==> config.mk <==
export PLATFORM = sky130hd
export DESIGN_NAME = ta3d_sqrt
export DESIGN_NICKNAME = d
export VERILOG_FILES = /design/src/rtl/ta3d_pkg.sv /design/src/rtl/ta3d_sqrt.sv
export SDC_FILE = /design/constraint.sdc
export NUM_CORES = 2
export LEC_CHECK = 0
export BUFFER_PORTS_ARGS = -buffer_cell sky130_fd_sc_hd__buf_2
export CAP_MARGIN = 30
export CORE_MARGIN = 2
export CORE_UTILIZATION = 25
export CTS_CLUSTER_SIZE = 30
export DETAILED_ROUTE_END_ITERATION = 16
export GPL_TIMING_DRIVEN = 0
export PLACE_DENSITY = 0.49
export SYNTH_ARGS = -nofsm -noshare
export SYNTH_HDL_FRONTEND = slang
export SYNTH_SLANG_ARGS = --single-unit
==> constraint.sdc <==
create_clock -name clk -period 4.14 [get_ports clk]
set_input_delay 0 -clock clk [delete_from_list [all_inputs] [get_ports clk]]
set_output_delay 0 -clock clk [all_outputs]
set_load 0.02 [all_outputs]
==> src/rtl/ta3d_pkg.sv <==
package ta3d_pkg;

  // Coordinate format: signed, 8 fraction bits.
  localparam int COORD_BITS = 16;
  localparam int OUT_BITS   = 34;

  // Derived widths of the datapath.
  localparam int EDGE_W  = COORD_BITS + 1;
  localparam int PROD_W  = 2 * EDGE_W;
  localparam int CROSS_W = 2 * COORD_BITS + 3;
  localparam int MAG_W   = CROSS_W - 1;
  localparam int HALF_W  = (MAG_W + 1) / 2;
  localparam int HI_W    = MAG_W - HALF_W;
  localparam int SQ_W    = 2 * MAG_W;
  localparam int SUM_W   = SQ_W + 2;
  localparam int REM_W   = ((SUM_W > 2 * OUT_BITS) ? SUM_W : 2 * OUT_BITS) + 1;

  // Pipeline depths of the units.
  localparam int CROSS_LAT = 3;
  localparam int SUMSQ_LAT = 4;
  localparam int PIPE_LAT  = CROSS_LAT + SUMSQ_LAT + OUT_BITS;

  typedef logic signed [COORD_BITS-1:0] coord_t;
  typedef logic signed [CROSS_W-1:0]    cross_comp_t;

  typedef struct packed {
    coord_t x;
    coord_t y;
    coord_t z;
  } vec3_t;

  typedef struct packed {
    cross_comp_t x;
    cross_comp_t y;
    cross_comp_t z;
  } cross_t;

endpackage

==> src/rtl/ta3d_sqrt.sv <==
module ta3d_sqrt import ta3d_pkg::*; (
  input  logic                clk,
  input  logic                rst,
  input  logic                in_valid,
  input  logic [SUM_W-1:0]    radicand,
  output logic                out_valid,
  output logic [OUT_BITS-1:0] root
);

  // Stage k of the pipeline settles result bit OUT_BITS-1-k. The remainder
  // is radicand minus the square of the bits settled so far.
  logic                vld [OUT_BITS+1];
  logic [REM_W-1:0]    rem [OUT_BITS];
  logic [OUT_BITS-1:0] res [OUT_BITS+1];

  assign vld[0] = in_valid;
  assign rem[0] = REM_W'(radicand);
  assign res[0] = '0;

  for (genvar i = 0; i < OUT_BITS; i++) begin : g_bit
    localparam int B = OUT_BITS - 1 - i;

    logic [REM_W-1:0] trial;
    logic             fits;

    // Setting bit B adds 2*res*2^B + 2^(2B) to the square.
    assign trial = (REM_W'(res[i]) << (B + 1)) | (REM_W'(1) << (2 * B));
    assign fits  = (rem[i] >= trial);

    always_ff @(posedge clk) begin
      if (rst) begin
        vld[i+1] <= 1'b0;
      end else begin
        vld[i+1] <= vld[i];
      end
    end

    always_ff @(posedge clk) begin
      res[i+1] <= fits ? (res[i] | (OUT_BITS'(1) << B)) : res[i];
    end

    // The last stage needs no remainder.
    if (i < OUT_BITS - 1) begin : g_rem
      always_ff @(posedge clk) begin
        rem[i+1] <= fits ? (rem[i] - trial) : rem[i];
      end
    end
  end

  assign out_valid = vld[OUT_BITS];
  assign root      = res[OUT_BITS];

endmodule
==> metrics.yaml <==
path_class: "flip-flop to flip-flop"
worstSetupEndpointType: "flip-flop"
num_vias: 77986
slowest_delay_ps: 550
htreeDepth: 5
syn_to_final_growth_pct: 19.7
critPathLaunchType: "flip-flop"
synth_cells: 11115
status: "complete, no violations"
yosys.area_share.simple_pct: 15.5
path_common_cell: "buf_6"
powerDensity_mw_per_mm2: 639
io_pins: 108
grt_pass1_vias: 79546
final_cell_count_no_fill: 17887
portBuffers: 107
path_cells: "or4_4 -> or4_1 -> buf_6 -> or2_4 -> nand2b_4 -> nor4_4 -> nor3_2 -> a21boi_4 -> or4_4 -> buf_6 -> or3_1 -> buf_6 -> nor3b_2 -> xor2_1"
synth-async-reset-ratio_pct: 0
routedWlPerCell_um: 17.3
rsz0062_at_grt: "true"
finalCritPeriodShare_pct: 97.6
setup_viol: 0
wl_met2_um: 154000
die_x_um: 672
cts_buffer_depth: 4
start_util_pct: 25.1
slowest_stage: "or4_4"
syn-num-nets: 11815
muxShareOfSynthArea_pct: 1.14
antenna_found_initial: 5
yosysWarnings: 0
layout_common_cells: "dfxtp_1, inv_1, nor2_1"
viasPerCell: 4.36
tightest_slew_ps: 972
synth_xor_area_share_pct: 8.56
drv_slew: 0
root_buffer: "clkbuf_16"
layout_commonest_cell: "dfxtp_1"
place.gp.congestion: 0.877
synth_seq_area_share_pct: 53.4
synth_compound_area_share_pct: 11.0
hp-class: "primary input to flip-flop"
ys_seq_elements: 2972
synth_top_family_by_area: "simple AND/OR/NAND/NOR gates"
syn-cell-area_mm2: 0.111
worst_slack_ps: 101
fill_cells: 46229
layout.nets: 12400
finalHoldViolations: 0
skew_ps: 85.2
drv_cap: 0
grt-ovfl-total: 0
drt-initial-drc-count: 3962
dp_hpwl_um: 246000
dp_slack_ps: -1440
clock_latency_ps: 940
synth_fa_ha_area_share_pct: 7.04
peakVddDrop_uv: 380
core-area_mm2: 0.444
drc_errors: 0
final.min_clock_period_ps: 4040
clk_pin_slew_ps: 60
die_y_um: 672
grt_pass1_wl_um: 471000
ys_types: 85
placedCellCount: 17168
drt-total-wl_um: 309000
ys.flop_type: "dfxtp_1"
cts_tree: "done"
final_area_mm2: 0.133
maxSlewHeadroom_pct: 34.3
max_freq_ghz: 0.248
synth_edf_count: 0
dr.pass1.iters: 6
drt.antenna.violating_nets: 0
worst-path-max-fanout: 9
grtUsageTotal_pct: 13.3
cts_buffers: 318
layout-drive-gt1-share_pct: 8.94
syn_area_per_cell_um2: 10.0
grt_max_degree: 20
wl_met3_um: 9640
arrival_ps: 4860
placed_cell_area_mm2: 0.120
placementRows: 245
crit_required_ps: 4960
fp.dieArea_mm2: 0.451
cts.sinks: 2972
wl_met1_um: 131000
top_layer: "met4"
p_leak_uw: 0.0594
cells by family after synthesis:
logic type                 Yosys count
DFF                               2972
AOI/OAI and AO/OA                 1984
buffers and inverters              994
muxes                              114
and+or+nand+nor                   3334
adders and majority gates          627
xor gates and xnor gates          1090
flip-flops by register name (all words and copies together) (netlist names):
| name | cells |
|---|---|
| root | 34 |
| vld | 33 |
| rem | 2343 |
| g_bit.trial | 561 |
| out_valid | 1 |
path summary, 6_finish.rpt:
kind | end | from | cells after the start | slack (ps)
worst min-delay path | vld[32] | rst | 4 | 140
worst max-delay path | rem[141] | rem[185] | 14 | 100
worst max register to register | rem[141] | rem[185] | 14 | 100
worst min register to register | rem[1586] | rem[1657] | 0 | 290
Yosys cell counts, types with 41 or more instances:
cell type	instances	area, µm²
nand3_1	172	861
xor2_1	519	4550
nand4_1	162	1010
nor2b_1	126	788
nor4b_1	63	552
ha_1	627	7850
dfxtp_1	2972	59500
o21a_1	112	841
nor2_1	782	2940
inv_1	784	2940
a31oi_1	51	319
nand2b_1	126	788
o31ai_1	52	390
or2_2	50	313
or3_1	113	707
clkbuf_1	184	691
mux2_2	105	1180
or4_1	110	826
o21bai_1	56	420
xnor2_1	571	5000
o21ai_0	455	2280
nor4_1	422	2640
a21oi_1	676	3380
nor3_1	316	1580
a21o_1	295	2210
and3_1	41	257
nand2_1	664	2490
report_power, final:
group          switching (µW)  internal, µW
Clock                   12100         17300
Combinational            8990          6890
Sequential               5580         34500
critical path, delay by kind of cell (launching register included):
family / cells / cell delay (ps)
xor gates and xnor gates: 1 / 180
and+or+nand+nor: 9 / 2840
AOI/OAI and AO/OA: 1 / 180
buffers and inverters: 3 / 450
DFF: 1 / 320
what timing repair did:
item | 4_1_cts | 5_1_grt
setup buffers | 12 | 13
gates resized for setup | 172 | 111
pin swaps | 27 | 31
hold endpoints to repair | 106 | 0
hold buffers | 149 | 0
setup endpoints to repair | 567 | 367
through the flow:
step	setup TNS (ps)	hold slack, ps	power [µW]	utilization [%]
2_1_floorplan	0	27.7	49700	-
3_3_place_gp	-418270	117	56200	26.9
3_5_place_dp	-234420	118	56100	26.9
4_1_cts	-1360	25.1	86100	29.9
5_1_grt	-108	149	89800	30.0
6_report	0	144	85300	30.0
cell type report:
cell class	count	area [µm²]	area share, %
sequential	2972	59500	44.6
multi-input combinational	7149	49400	37.0
clock buffer	433	9040	6.78
tap	5928	7420	5.56
inverter	787	2950	2.21
timing repair buffer	299	2320	1.74
clock inverter	139	2040	1.53
buffer	173	761	0.570
antenna	7	17.5	0.0131
routing by layer:
layer	up-vias	track usage (%)
li1	39794	-
met1	36213	15.5
met2	1379	24.3
met3	600	1.61
met4	0	5.41
met5	-	0
(Power assumes the default switching activity.)
